$ cat src/rtl/rtcl_pkg.sv
`timescale 1ns / 1ps
// ----------------------------------------------------------------------------
// rtcl_pkg: shared types and constants of the cartridge real-time clock
// Operation codes, register slots, the pipeline beat type and the small
// constant-modulus reductions used when loading the counters.
// ----------------------------------------------------------------------------
package rtcl_pkg;

    typedef enum logic [1:0] {
        OP_TICK  = 2'd0,
        OP_LATCH = 2'd1,
        OP_WRITE = 2'd2,
        OP_READ  = 2'd3
    } t_op;

    // register slots picked by select bits 2..0
    localparam logic [2:0] REG_SEC    = 3'd0;
    localparam logic [2:0] REG_MIN    = 3'd1;
    localparam logic [2:0] REG_HOUR   = 3'd2;
    localparam logic [2:0] REG_DAY_LO = 3'd3;
    localparam logic [2:0] REG_DAY_HI = 3'd4;

    localparam int          SEL_CLOCK_BIT  = 3;
    localparam logic [7:0]  TPS_RESET      = 8'd60;
    localparam logic [7:0]  FILLER         = 8'hFF;
    localparam logic [5:0]  SEC_LAST       = 6'd59;
    localparam logic [5:0]  MIN_LAST       = 6'd59;
    localparam logic [4:0]  HOUR_LAST      = 5'd23;
    localparam logic [8:0]  DAY_LAST       = 9'd511;

    typedef struct packed {
        logic       valid;
        t_op        op;
        logic [3:0] sel;
        logic [7:0] data;
    } t_stage;

    // byte mod 60 by three conditional subtractions
    function automatic logic [5:0] mod60(input logic [7:0] d);
        logic [7:0] v;
        v = d;
        if (v >= 8'd240) v = v - 8'd240;
        if (v >= 8'd120) v = v - 8'd120;
        if (v >= 8'd60)  v = v - 8'd60;
        return v[5:0];
    endfunction

    // byte mod 24 by four conditional subtractions
    function automatic logic [4:0] mod24(input logic [7:0] d);
        logic [7:0] v;
        v = d;
        if (v >= 8'd192) v = v - 8'd192;
        if (v >= 8'd96)  v = v - 8'd96;
        if (v >= 8'd48)  v = v - 8'd48;
        if (v >= 8'd24)  v = v - 8'd24;
        return v[4:0];
    endfunction

endpackage

$ cat src/rtl/rtcl_in_if.sv
`timescale 1ns / 1ps
// ----------------------------------------------------------------------------
// rtcl_in_if: request channel of the real-time clock
// Carries one access beat: operation, bank select and data byte.
// ----------------------------------------------------------------------------
interface rtcl_in_if;
    logic       valid;
    logic       ready;
    logic [1:0] op;
    logic [3:0] select;
    logic [7:0] data;

    modport source (output valid, output op, output select, output data, input ready);
    modport sink   (input valid, input op, input select, input data, output ready);
endinterface

$ cat src/rtl/rtcl_out_if.sv
`timescale 1ns / 1ps
// ----------------------------------------------------------------------------
// rtcl_out_if: read response channel of the real-time clock
// Carries the shadow register byte returned for a read.
// ----------------------------------------------------------------------------
interface rtcl_out_if;
    logic       valid;
    logic       ready;
    logic [7:0] read_data;

    modport source (output valid, output read_data, input ready);
    modport sink   (input valid, input read_data, output ready);
endinterface

$ cat src/rtl/rtc_counter_with_latch_registers_top.sv
`timescale 1ns / 1ps
// ----------------------------------------------------------------------------
// rtc_counter_with_latch_registers_top: cartridge real-time clock
// Sub-second tick counter cascading into seconds, minutes, hours and a
// 9-bit day count, with latched shadow registers for reads.
//
//   channel    dir  handshake      payload
//   i_item     in   valid/ready    op[1:0], select[3:0], data[7:0]
//   o_result   out  valid/ready    read_data[7:0] (reads only)
//   i_cfg_*    in   write enable   ticks per second [7:0]
//
// One beat per cycle is accepted while no read stalls; a beat passes the input
// register and is executed from there, and a read answer is then offered from
// the response register. Only the response register can stall: a read waits in
// the input register while a prior answer is untaken. Reset is synchronous and
// clears all counters, shadows and the tick rate to 60.
// ----------------------------------------------------------------------------
module rtc_counter_with_latch_registers_top
    import rtcl_pkg::*;
(
    input  logic          i_clk,
    input  logic          i_rst_n,
    input  logic          i_cfg_we,
    input  logic [7:0]    i_cfg_data,
    rtcl_in_if.sink       i_item,
    rtcl_out_if.source    o_result
);

    logic [7:0] r_tps;
    t_stage     stage;
    logic       exec;

    // hold tick rate register
    always_ff @(posedge i_clk) begin
        if (!i_rst_n) begin
            r_tps <= TPS_RESET;
        end else if (i_cfg_we) begin
            r_tps <= i_cfg_data;
        end
    end

    rtcl_in_stage u_in_stage (
        .i_clk   (i_clk),
        .i_rst_n (i_rst_n),
        .i_item  (i_item),
        .i_exec  (exec),
        .o_stage (stage)
    );

    rtcl_core u_core (
        .i_clk    (i_clk),
        .i_rst_n  (i_rst_n),
        .i_tps    (r_tps),
        .i_stage  (stage),
        .o_exec   (exec),
        .o_result (o_result)
    );

endmodule

$ cat src/rtl/rtcl_in_stage.sv
`timescale 1ns / 1ps
// ----------------------------------------------------------------------------
// rtcl_in_stage: input register of the real-time clock
// Captures one request beat and holds it until the core executes it.
// ----------------------------------------------------------------------------
module rtcl_in_stage
    import rtcl_pkg::*;
(
    input  logic          i_clk,
    input  logic          i_rst_n,
    rtcl_in_if.sink       i_item,
    input  logic          i_exec,
    output t_stage        o_stage
);

    logic       r_valid;
    t_op        r_op;
    logic [3:0] r_sel;
    logic [7:0] r_data;
    logic       accept;

    // take a new beat when empty or when the held one retires this cycle
    assign i_item.ready = !r_valid || i_exec;
    assign accept       = i_item.valid && i_item.ready;

    // track occupancy
    always_ff @(posedge i_clk) begin
        if (!i_rst_n) begin
            r_valid <= 1'b0;
        end else if (i_item.ready) begin
            r_valid <= i_item.valid;
        end
    end

    // hold payload
    always_ff @(posedge i_clk) begin
        if (accept) begin
            r_op   <= t_op'(i_item.op);
            r_sel  <= i_item.select;
            r_data <= i_item.data;
        end
    end

    assign o_stage.valid = r_valid;
    assign o_stage.op    = r_op;
    assign o_stage.sel   = r_sel;
    assign o_stage.data  = r_data;

endmodule

$ cat src/rtl/rtcl_core.sv
`timescale 1ns / 1ps
// ----------------------------------------------------------------------------
// rtcl_core: counters, shadow registers and read response register
// Executes one held beat per cycle unless a read is stalled: tick cascade,
// latch capture, register load or shadow read into the output register.
// ----------------------------------------------------------------------------
module rtcl_core
    import rtcl_pkg::*;
(
    input  logic          i_clk,
    input  logic          i_rst_n,
    input  logic [7:0]    i_tps,
    input  t_stage        i_stage,
    output logic          o_exec,
    rtcl_out_if.source    o_result
);

    logic [7:0] r_sub_tick, n_sub_tick;
    logic [5:0] r_seconds,  n_seconds;
    logic [5:0] r_minutes,  n_minutes;
    logic [4:0] r_hours,    n_hours;
    logic [8:0] r_day,      n_day;
    logic       r_halted,   n_halted;
    logic       r_carry,    n_carry;
    logic       r_latch,    n_latch;
    logic [7:0] r_shadow [8];
    logic [7:0] n_shadow [8];
    logic       r_out_valid;
    logic [7:0] r_out_data;

    logic       out_free;
    logic       is_read;
    logic [8:0] sub_inc;
    logic       sec_done;

    // retire the held beat unless a read finds the output register full
    assign out_free = !r_out_valid || o_result.ready;
    assign is_read  = (i_stage.op == OP_READ);
    assign o_exec   = i_stage.valid && (!is_read || out_free);

    assign sub_inc  = {1'b0, r_sub_tick} + 9'd1;
    assign sec_done = (sub_inc >= {1'b0, i_tps});

    // next state of counters and shadows
    always_comb begin
        n_sub_tick = r_sub_tick;
        n_seconds  = r_seconds;
        n_minutes  = r_minutes;
        n_hours    = r_hours;
        n_day      = r_day;
        n_halted   = r_halted;
        n_carry    = r_carry;
        n_latch    = r_latch;
        for (int i = 0; i < 8; i++) begin
            n_shadow[i] = r_shadow[i];
        end

        if (o_exec) begin
            case (i_stage.op)
                OP_TICK: begin
                    if (!r_halted) begin
                        if (sec_done) begin
                            n_sub_tick = 8'd0;
                            // cascade seconds, minutes, hours and days
                            if (r_seconds != SEC_LAST) begin
                                n_seconds = r_seconds + 6'd1;
                            end else begin
                                n_seconds = 6'd0;
                                if (r_minutes != MIN_LAST) begin
                                    n_minutes = r_minutes + 6'd1;
                                end else begin
                                    n_minutes = 6'd0;
                                    if (r_hours != HOUR_LAST) begin
                                        n_hours = r_hours + 5'd1;
                                    end else begin
                                        n_hours = 5'd0;
                                        n_day   = r_day + 9'd1;
                                        if (r_day == DAY_LAST) begin
                                            n_carry = 1'b1;
                                        end
                                    end
                                end
                            end
                        end else begin
                            n_sub_tick = sub_inc[7:0];
                        end
                    end
                end
                OP_LATCH: begin
                    // capture on a rising bit 0
                    if (i_stage.data[0] && !r_latch) begin
                        n_shadow[0] = {2'b00, r_seconds};
                        n_shadow[1] = {2'b00, r_minutes};
                        n_shadow[2] = {3'b000, r_hours};
                        n_shadow[3] = r_day[7:0];
                        n_shadow[4] = {r_carry, r_halted, 5'b00000, r_day[8]};
                        n_shadow[5] = FILLER;
                        n_shadow[6] = FILLER;
                        n_shadow[7] = FILLER;
                    end
                    n_latch = i_stage.data[0];
                end
                OP_WRITE: begin
                    if (i_stage.sel[SEL_CLOCK_BIT]) begin
                        unique case (i_stage.sel[2:0])
                            REG_SEC: begin
                                n_shadow[0] = i_stage.data;
                                n_seconds   = mod60(i_stage.data);
                            end
                            REG_MIN: begin
                                n_shadow[1] = i_stage.data;
                                n_minutes   = mod60(i_stage.data);
                            end
                            REG_HOUR: begin
                                n_shadow[2] = i_stage.data;
                                n_hours     = mod24(i_stage.data);
                            end
                            REG_DAY_LO: begin
                                n_shadow[3] = i_stage.data;
                                n_day       = {r_day[8], i_stage.data};
                            end
                            REG_DAY_HI: begin
                                n_shadow[4] = i_stage.data;
                                n_day       = {i_stage.data[0], r_day[7:0]};
                                n_halted    = i_stage.data[6];
                                n_carry     = i_stage.data[7];
                            end
                            default: begin
                            end
                        endcase
                    end
                end
                default: begin
                end
            endcase
        end
    end

    // hold clock state
    always_ff @(posedge i_clk) begin
        if (!i_rst_n) begin
            r_sub_tick <= '0;
            r_seconds  <= '0;
            r_minutes  <= '0;
            r_hours    <= '0;
            r_day      <= '0;
            r_halted   <= 1'b0;
            r_carry    <= 1'b0;
            r_latch    <= 1'b0;
            for (int i = 0; i < 8; i++) begin
                r_shadow[i] <= '0;
            end
        end else begin
            r_sub_tick <= n_sub_tick;
            r_seconds  <= n_seconds;
            r_minutes  <= n_minutes;
            r_hours    <= n_hours;
            r_day      <= n_day;
            r_halted   <= n_halted;
            r_carry    <= n_carry;
            r_latch    <= n_latch;
            for (int i = 0; i < 8; i++) begin
                r_shadow[i] <= n_shadow[i];
            end
        end
    end

    // output register: load on a read, drop once taken
    always_ff @(posedge i_clk) begin
        if (!i_rst_n) begin
            r_out_valid <= 1'b0;
        end else if (out_free) begin
            r_out_valid <= o_exec && is_read;
        end
    end

    always_ff @(posedge i_clk) begin
        if (o_exec && is_read) begin
            r_out_data <= r_shadow[i_stage.sel[2:0]];
        end
    end

    assign o_result.valid     = r_out_valid;
    assign o_result.read_data = r_out_data;

endmodule

$ cat src/flat_wrapper.sv
// flat-port wrapper written by rule: the top's interface ports become plain ports
module rtc_counter_with_latch_registers_top_flat import rtcl_pkg::*;
  (i_clk, i_rst_n, i_cfg_we, i_cfg_data, i_item_valid, i_item_op, i_item_select, i_item_data, i_item_ready, o_result_valid, o_result_read_data, o_result_ready);
  rtcl_in_if i_item_i ();
  rtcl_out_if o_result_i ();
  input  logic i_clk;
  input  logic i_rst_n;
  input  logic i_cfg_we;
  input  logic [7:0] i_cfg_data;
  input wire logic [$bits(i_item_i.valid)-1:0] i_item_valid;
  input wire logic [$bits(i_item_i.op)-1:0] i_item_op;
  input wire logic [$bits(i_item_i.select)-1:0] i_item_select;
  input wire logic [$bits(i_item_i.data)-1:0] i_item_data;
  output wire logic [$bits(i_item_i.ready)-1:0] i_item_ready;
  output wire logic [$bits(o_result_i.valid)-1:0] o_result_valid;
  output wire logic [$bits(o_result_i.read_data)-1:0] o_result_read_data;
  input wire logic [$bits(o_result_i.ready)-1:0] o_result_ready;
  assign i_item_i.valid = i_item_valid;
  assign i_item_i.op = i_item_op;
  assign i_item_i.select = i_item_select;
  assign i_item_i.data = i_item_data;
  assign i_item_ready = i_item_i.ready;
  assign o_result_valid = o_result_i.valid;
  assign o_result_read_data = o_result_i.read_data;
  assign o_result_i.ready = o_result_ready;
  rtc_counter_with_latch_registers_top u_core (.i_clk(i_clk), .i_rst_n(i_rst_n), .i_cfg_we(i_cfg_we), .i_cfg_data(i_cfg_data), .i_item(i_item_i), .o_result(o_result_i));
endmodule
$ cat config.mk
export PLATFORM = sky130hd
export DESIGN_NAME = rtc_counter_with_latch_registers_top_flat
export DESIGN_NICKNAME = d
export VERILOG_FILES = /design/src/rtl/rtcl_pkg.sv /design/src/rtl/rtcl_in_if.sv /design/src/rtl/rtcl_out_if.sv /design/src/rtl/rtc_counter_with_latch_registers_top.sv /design/src/rtl/rtcl_in_stage.sv /design/src/rtl/rtcl_core.sv /design/src/flat_wrapper.sv
export SDC_FILE = /design/constraint.sdc
export NUM_CORES = 1
export LEC_CHECK = 0
export BUFFER_PORTS_ARGS = -buffer_cell sky130_fd_sc_hd__buf_2
export CORE_AREA = 2 2 139 87
export CTS_CLUSTER_DIAMETER = 150
export DETAILED_ROUTE_END_ITERATION = 10
export DIE_AREA = 0 0 141 89
export PLACE_DENSITY_LB_ADDON = 0.08
export SETUP_SLACK_MARGIN = 0.05
export SLEW_MARGIN = 0
export SYNTH_ARGS = -nofsm -noshare
export SYNTH_HDL_FRONTEND = slang
export SYNTH_SLANG_ARGS = --single-unit
$ cat constraint.sdc
create_clock -name i_clk -period 6 [get_ports i_clk]
set_input_delay 0.3 -clock i_clk [delete_from_list [all_inputs] [get_ports i_clk]]
set_output_delay 0.3 -clock i_clk [all_outputs]
set_load 0.05 [all_outputs]
After elaboration in Yosys (flattened, before gate mapping)
Memory sizes are Yosys's and may differ from the RTL's. A register that Yosys moved wholly into a read port is not among the register bits.
Index checks and enable logic that the tools add are counted.
W data, S select, Z words.

storage, ports and cells
  memories kept = 1
  output and inout bits = 10
  bits in writable memories = 64
  logic and storage cells = 227
  register bits after elaboration = 61
  input port bits = 27

memories
  name                    depth  width  read ports  clocked after memory_dff  wr ports  RTL line         text
  u_core.u_core.r_shadow  8      8      1           1                         8         rtcl_core.sv:26  logic [7:0] r_shadow [8];

operators by class
  reduce and logical (&&, ||, !) cells = 29
  muxes and demuxes = 96
  order comparisons = 10
  eq/ne operators = 53
  bitwise gates (word level) = 9
  add/sub/neg operators = 14

operator list
  kind                   number
  $mux W8                48
  $mux W64               2
  $pmux W40 S2           1
  $mux W6                13
  $mux W9                6
  $ne A3 B3 Y1 const B   16
  $mux W40               1
  $mux W5                8
  $pmux W9 S2            2
  $reduce_and A6 Y1      6
  $reduce_and A10 Y1     3
  $ge A8 B6 Y1 const B   3
  $ge A8 B7 Y1 const B   3
  $mux W24               1
  $pmux W6 S2            2
  $sub A8 B7 Y8 const B  3
  $ne A4 B4 Y1 const B   5
  $ne A2 B2 Y1 const B   9
  $ge A8 B8 Y1 const B   2
  $sub A8 B8 Y8 const B  2
  $add A6 B1 Y6 const B  2
  $ne A2 B1 Y1 const B   6
  $ne A6 B6 Y1 const B   2
  $sub A6 B6 Y6 const B  2
  other kinds (31)       63

Depth between registers and ports, before layout
  depth in word-level cells = 23
  gate-level depth with buffers = 16
  mapped depth without buffers = 15

Modules after synthesis
Synthesis repeated with hierarchy kept, for this count alone.

second synthesis, totals
  cells, all modules = 689
  area total of the unflattened synthesis = 6319.8 µm²

by module, submodules not included
  module                                times used  cells each  area an instance (µm²)
  rtcl_core                             1           644         5542.8
  rtcl_in_stage                         1           20          485.5
  rtc_counter_with_latch_registers_top  1           25          291.5

Worst setup path after synthesis
OpenSTA, ideal clock, no wires.

  path type = register to register
  start point = register u_core.u_in_stage.r_data[4]
  end point = register u_core.u_core.r_seconds[3]
  cell stages (with the launch flop) = 17
  path buffers = 1
  period minus slack after synthesis = 3.144 ns
  library setup time = 0.059 ns
  arrival = 3.085 ns
  slack = 2.856 ns
  cell sequence = edfxtp_1 > ha_1 > and3_1 > buf_6 > xnor2_2 > inv_1 > ha_1 > and4b_1 > a22oi_2 > a21oi_1 > a21oi_1 > ha_1 > nand2_1 > a21o_1 > nor3b_1 > o32ai_1 > o211a_1

between the ends
  longest elaborated chain between the ends = 17

RTL lines
  element                                        RTL line             text
  start: declaration                             rtcl_in_stage.sv:19  logic [7:0] r_data;
  start signal: assignment                       rtcl_in_stage.sv:40  r_data <= i_item.data;
  $sub A8 B8 Y8 or $ge A8 B8 Y1 (tied branches)  rtcl_pkg.sv:42       if (v >= 8'd240) v = v - 8'd240;
  $mux W8 (*)                                    rtcl_pkg.sv:42
  $mux W8 (*)                                    rtcl_core.sv:105     unique case (i_stage.sel[2:0])
  $mux W8 (*)                                    rtcl_core.sv:104     if (i_stage.sel[SEL_CLOCK_BIT]) begin
  $mux W8 (*)                                    rtcl_core.sv:59      case (i_stage.op)
  $mux W8 (*)                                    rtcl_core.sv:58      if (o_exec) begin
  $sub A8 B7 Y8 or $ge A8 B7 Y1 (tied branches)  rtcl_pkg.sv:43       if (v >= 8'd120) v = v - 8'd120;
  $mux W8 (*)                                    rtcl_pkg.sv:43
  $mux W8 (*)                                    rtcl_core.sv:105
  $mux W8 (*)                                    rtcl_core.sv:104
  $mux W8 (*)                                    rtcl_core.sv:59
  $mux W8 (*)                                    rtcl_core.sv:58
  $ge A8 B6 Y1 or $sub A6 B6 Y6 (tied branches)  rtcl_pkg.sv:44       if (v >= 8'd60) v = v - 8'd60;
  $mux W6 (*)                                    rtcl_pkg.sv:44
  $mux W6 (*)                                    rtcl_core.sv:105
  $mux W6 (*)                                    rtcl_core.sv:104
  $pmux W6 S2 (*)                                rtcl_core.sv:59
  end signal: assignment                         rtcl_core.sv:155     r_seconds <= n_seconds;
  end: declaration                               rtcl_core.sv:19      logic [5:0] r_seconds, n_seconds;

Mark *: on every way between the ends. The rest lies on a longest branch, timed or not. The select of a mux whose other input is x is not followed.
A chain may end at the register's enable or synchronous reset.

Final worst setup path
  start point = register u_core.u_in_stage.r_data[5]
  end point = register u_core.u_core.r_minutes[3]

between the ends
  longest elaborated chain between the ends = 17

RTL lines
  element                                        RTL line          text
  $sub A8 B8 Y8 or $ge A8 B8 Y1 (tied branches)  rtcl_pkg.sv:42
  $mux W8 (*)                                    rtcl_pkg.sv:42
  $mux W8 (*)                                    rtcl_core.sv:105
  $mux W8 (*)                                    rtcl_core.sv:104
  $mux W8 (*)                                    rtcl_core.sv:59
  $mux W8 (*)                                    rtcl_core.sv:58
  $sub A8 B7 Y8 or $ge A8 B7 Y1 (tied branches)  rtcl_pkg.sv:43
  $mux W8 (*)                                    rtcl_pkg.sv:43
  $mux W8 (*)                                    rtcl_core.sv:105
  $mux W8 (*)                                    rtcl_core.sv:104
  $mux W8 (*)                                    rtcl_core.sv:59
  $mux W8 (*)                                    rtcl_core.sv:58
  $ge A8 B6 Y1 or $sub A6 B6 Y6 (tied branches)  rtcl_pkg.sv:44
  $mux W6 (*)                                    rtcl_pkg.sv:44
  $mux W6 (*)                                    rtcl_core.sv:105
  $mux W6 (*)                                    rtcl_core.sv:104
  $pmux W6 S2 (*)                                rtcl_core.sv:59
  end signal: assignment                         rtcl_core.sv:156  r_minutes <= n_minutes;
  end: declaration                               rtcl_core.sv:20   logic [5:0] r_minutes, n_minutes;

Marks and branches as above.

==> reports/summary.txt <==
status = finished clean
die area = 0.0125 mm^2
Post-CTS Hold Fix Bufs = 0
clock sinks = 111
final net count = 736
Final Hold Fails = 0
Starting Density = 0.570
CP bufs+invs = 1
initial antenna violation count = 0
uppermost layer routed = met4
Tot GR Track Use = 0.262
Metal-1 WL = 7290 um
compound-cell area share of the yosys netlist = 0.186
Tmin final = 3.78 ns
clock buffer depth = 2
mapped cell area = 0.00636 mm^2
Placement Rows = 30
die width = 141 um
RSZ-0062 raised after global routing = no
pwr/cell area = 237 mW/mm^2
clk_lat worst skew = 0.35 ns
yosys warns = 0
Synth async-reset ratio = 0
Fmax achieved = 265 MHz
Post-route DRC = 0
Reg clk slew, reported paths = 0.07 ns
Die H = 89 um
routed wl met3 = 1550 um
worst IR drop on VDD = 0.000167 V
Area contributors post-synth = edfxtp_1 (30%), dfxtp_1 (15%), nand2_1 (5.6%)
crit path kind = register to register
crit path cell chain = ha_1 -> and3_1 -> xnor2_2 -> inv_1 -> ha_1 -> and4b_1 -> a22oi_2 -> a21oi_1 -> a21oi_1 -> ha_1 -> nand2_1 -> a21o_1 -> nor3b_1 -> o32ai_1 -> and3_1
dpl hpwl = 11,400 um
Leak = 2.63 nW
routed len/inst = 18.7 um
Routed Antenna Nets = 0
Worst-Margin Slew = 0.720 ns
reg-to-reg slack, setup = 2.22 ns
Synth Area in Simple Gates = 0.218
Adder-Cell Fraction of Synth Area = 0.0492
worst rel slew slack = 0.520
nature of the critical path startpoint = register
Clock Skews = 0.00598 ns
CP endpoint kind = register
Remaining Overflow, GRT = 0
Hold Path Class = input port to register
vias in the first global route = 4,854
family with the most delay on the worst path = simple AND/OR/NAND/NOR gates
P&R area growth vs syn = 8.54%
post-synth cell types = 80
top-area cell type share of the netlist area = 0.302
number of synthesized register bits = 111
Core Region = 0.0111 mm^2
register area share after synthesis = 0.450
I/O Pins = 37
Final Cycle Share = 0.629
Setup TNS = 0 ns
postcts setup bufs = 0
metal2 WL = 6560 um
Top FF cell, synth = edfxtp_1
Syn Inst Count = 662
largest family of logic cells by synthesized area = simple AND/OR/NAND/NOR gates
Max FO, Critical Path = 14
CTS tree = built
Placed Cells = 817
drt pass-1 iters = 5
initial DRC count = 557
layout cell share with drive strength beyond 1 = 0.136
max-slew violations = 0
cts bufs inserted = 9
GPL Wtd Cong = 0.873
Root Buffer = clkbuf_16
arrival time worst endpoint = 4.07 ns
post_cts resized = 0
Buffers on Ports = 36
CTS H-tree lvls = 3
total number of vias = 5,211
Final setup viols = 0
WP data required = 6.29 ns
Synth Area in XOR/XNOR = 0.0134
first-pass GRT wire length = 25,200 um
area leader, netlist = edfxtp_1
CP dominant cell by count = ha_1
post-synthesis mux area share = 0.0459
largest net degree at the start of global routing = 49
Final Non-Filler Cells = 833
n_diodes = 0
Post-synth EDFFs = 64
vias per inst = 6.26
crit-path max cell delay = 0.67 ns
routed wire length = 15,600 um
syn_nets = 714
Syn Area/Cell = 9.60 um^2
Slowest cell on crit path = edfxtp_1
reported max-cap violation count = 0
-- cell usage in the layout (no fill, tap or decap), drive strengths merged, types with 4 or more instances in the layout --
cell | Yosys | final
a22oi | 4 | 4
buf | 16 | 41
nor3 | 10 | 10
mux4 | 8 | 8
a31oi | 6 | 6
o21ai | 35 | 35
a21o | 4 | 4
clkbuf | 14 | 11
nand3b | 9 | 9
o211ai | 11 | 11
nor2b | 9 | 9
edfxtp | 64 | 64
ha | 25 | 25
inv | 23 | 25
nand2b | 17 | 17
nor3b | 6 | 6
xor2 | 5 | 5
and2 | 4 | 4
nand2 | 96 | 96
nor2 | 62 | 62
a211oi | 6 | 6
o31ai | 9 | 9
nand3 | 24 | 24
mux2i | 10 | 10
nand4 | 5 | 5
a311oi | 5 | 5
and3 | 14 | 14
dfxtp | 47 | 47
a21oi | 65 | 65
-- logic make-up (layout without fill, tap and decap cells) --
family                   Yosys count  after routing
AND/OR/NAND/NOR                  270            270
AO/OA/AOI/OAI                    176            176
flip-flops                       111            111
buffers and inverters             53             80
adder cells (fa/ha/maj)           25             25
multiplexers                      19             19
XOR/XNOR                           8              8
-- layer usage --
metal,up-vias,track usage
met5,-,0
met4,0,0.0636
met3,12,0.0605
met2,215,0.389
met1,2499,0.392
li1,2485,-
-- layout make-up --
class / count / area [um^2]
Sequential cell: 111 / 2860
Clock buffer: 11 / 253
Tap cell: 144 / 180
Inverter: 23 / 86.3
Fill cell: 949 / 4250
Multi-Input combinational cell: 498 / 3260
Clock inverter: 5 / 40.0
Timing Repair Buffer: 41 / 218
-- cells in the mapped netlist (7+ instances only) --
library cell / n
inv_1: 21
o21ai_0: 28
o21ai_1: 7
nand3b_1: 8
nor2_1: 62
edfxtp_1: 64
ha_1: 25
clkbuf_1: 14
nor2b_1: 9
nand3_1: 24
dfxtp_1: 47
mux4_2: 8
nand2b_1: 16
mux2i_1: 10
o211ai_1: 11
and3_1: 13
nand2_1: 95
buf_1: 7
o31ai_1: 7
a21oi_1: 64
-- where the power goes --
| group | switching, mW | leakage (nW) | internal (mW) | total (mW) |
|---|---|---|---|---|
| logic | 0.115 | 1.46 | 0.0717 | 0.187 |
| registers | 0.0274 | 1.03 | 0.832 | 0.859 |
| clock network | 0.281 | 0.142 | 0.309 | 0.589 |
| total | 0.423 | 2.63 | 1.21 | 1.64 |
-- state kept, by name, indices dropped and copies added, names as in the netlist --
name                              count
u_core.r_tps                          8
u_core.u_core.o_result.read_data      8
u_core.u_core.o_result.valid          1
u_core.u_core.r_carry                 1
u_core.u_core.r_day                   9
u_core.u_core.r_halted                1
u_core.u_core.r_hours                 5
u_core.u_core.r_latch                 1
u_core.u_core.r_minutes               6
u_core.u_core.r_seconds               6
u_core.u_core.r_shadow               42
u_core.u_core.r_sub_tick              8
u_core.u_in_stage.r_data              8
u_core.u_in_stage.r_op                2
u_core.u_in_stage.r_sel               4
u_core.u_in_stage.r_valid             1
-- through the flow --
stage | hold WS [ns] | power, mW | cell area [um^2] | utilization | setup WS, ns
after floorplan | 0.399 | 1.01 | 6360 | - | 2.86
after global placement | 0.464 | 1.05 | 6610 | 0.593 | 2.45
after detailed placement | 0.479 | 1.06 | 6610 | 0.593 | 2.29
after CTS | 0.115 | 1.64 | 6900 | 0.619 | 2.26
after global routing | 0.113 | 1.70 | 6900 | 0.619 | 1.91
final | 0.122 | 1.64 | 6900 | 0.619 | 2.22
-- worst register-to-register path, delay by kind of cell (launching register included) --
family | cells | cell delay, ns
xor+xnor | 1 | 0.16
compound gates | 5 | 0.96
simple gates | 5 | 1.01
flops | 1 | 0.67
fa+ha+maj | 3 | 0.85
buf+inv | 1 | 0.08
-- path summary, 6_finish.rpt --
path	startpoint	to	depth (start not counted)
setup / recovery	u_core.u_in_stage.r_data[5]	u_core.u_core.r_minutes[3]	15
setup reg to reg	u_core.u_in_stage.r_data[5]	u_core.u_core.r_minutes[3]	15
hold / removal	i_item_op[1]	u_core.u_in_stage.r_op[1]	1
hold reg to reg	u_core.r_tps[5]	u_core.r_tps[5]	2
No activity file was read; power rests on OpenSTA's default activity.
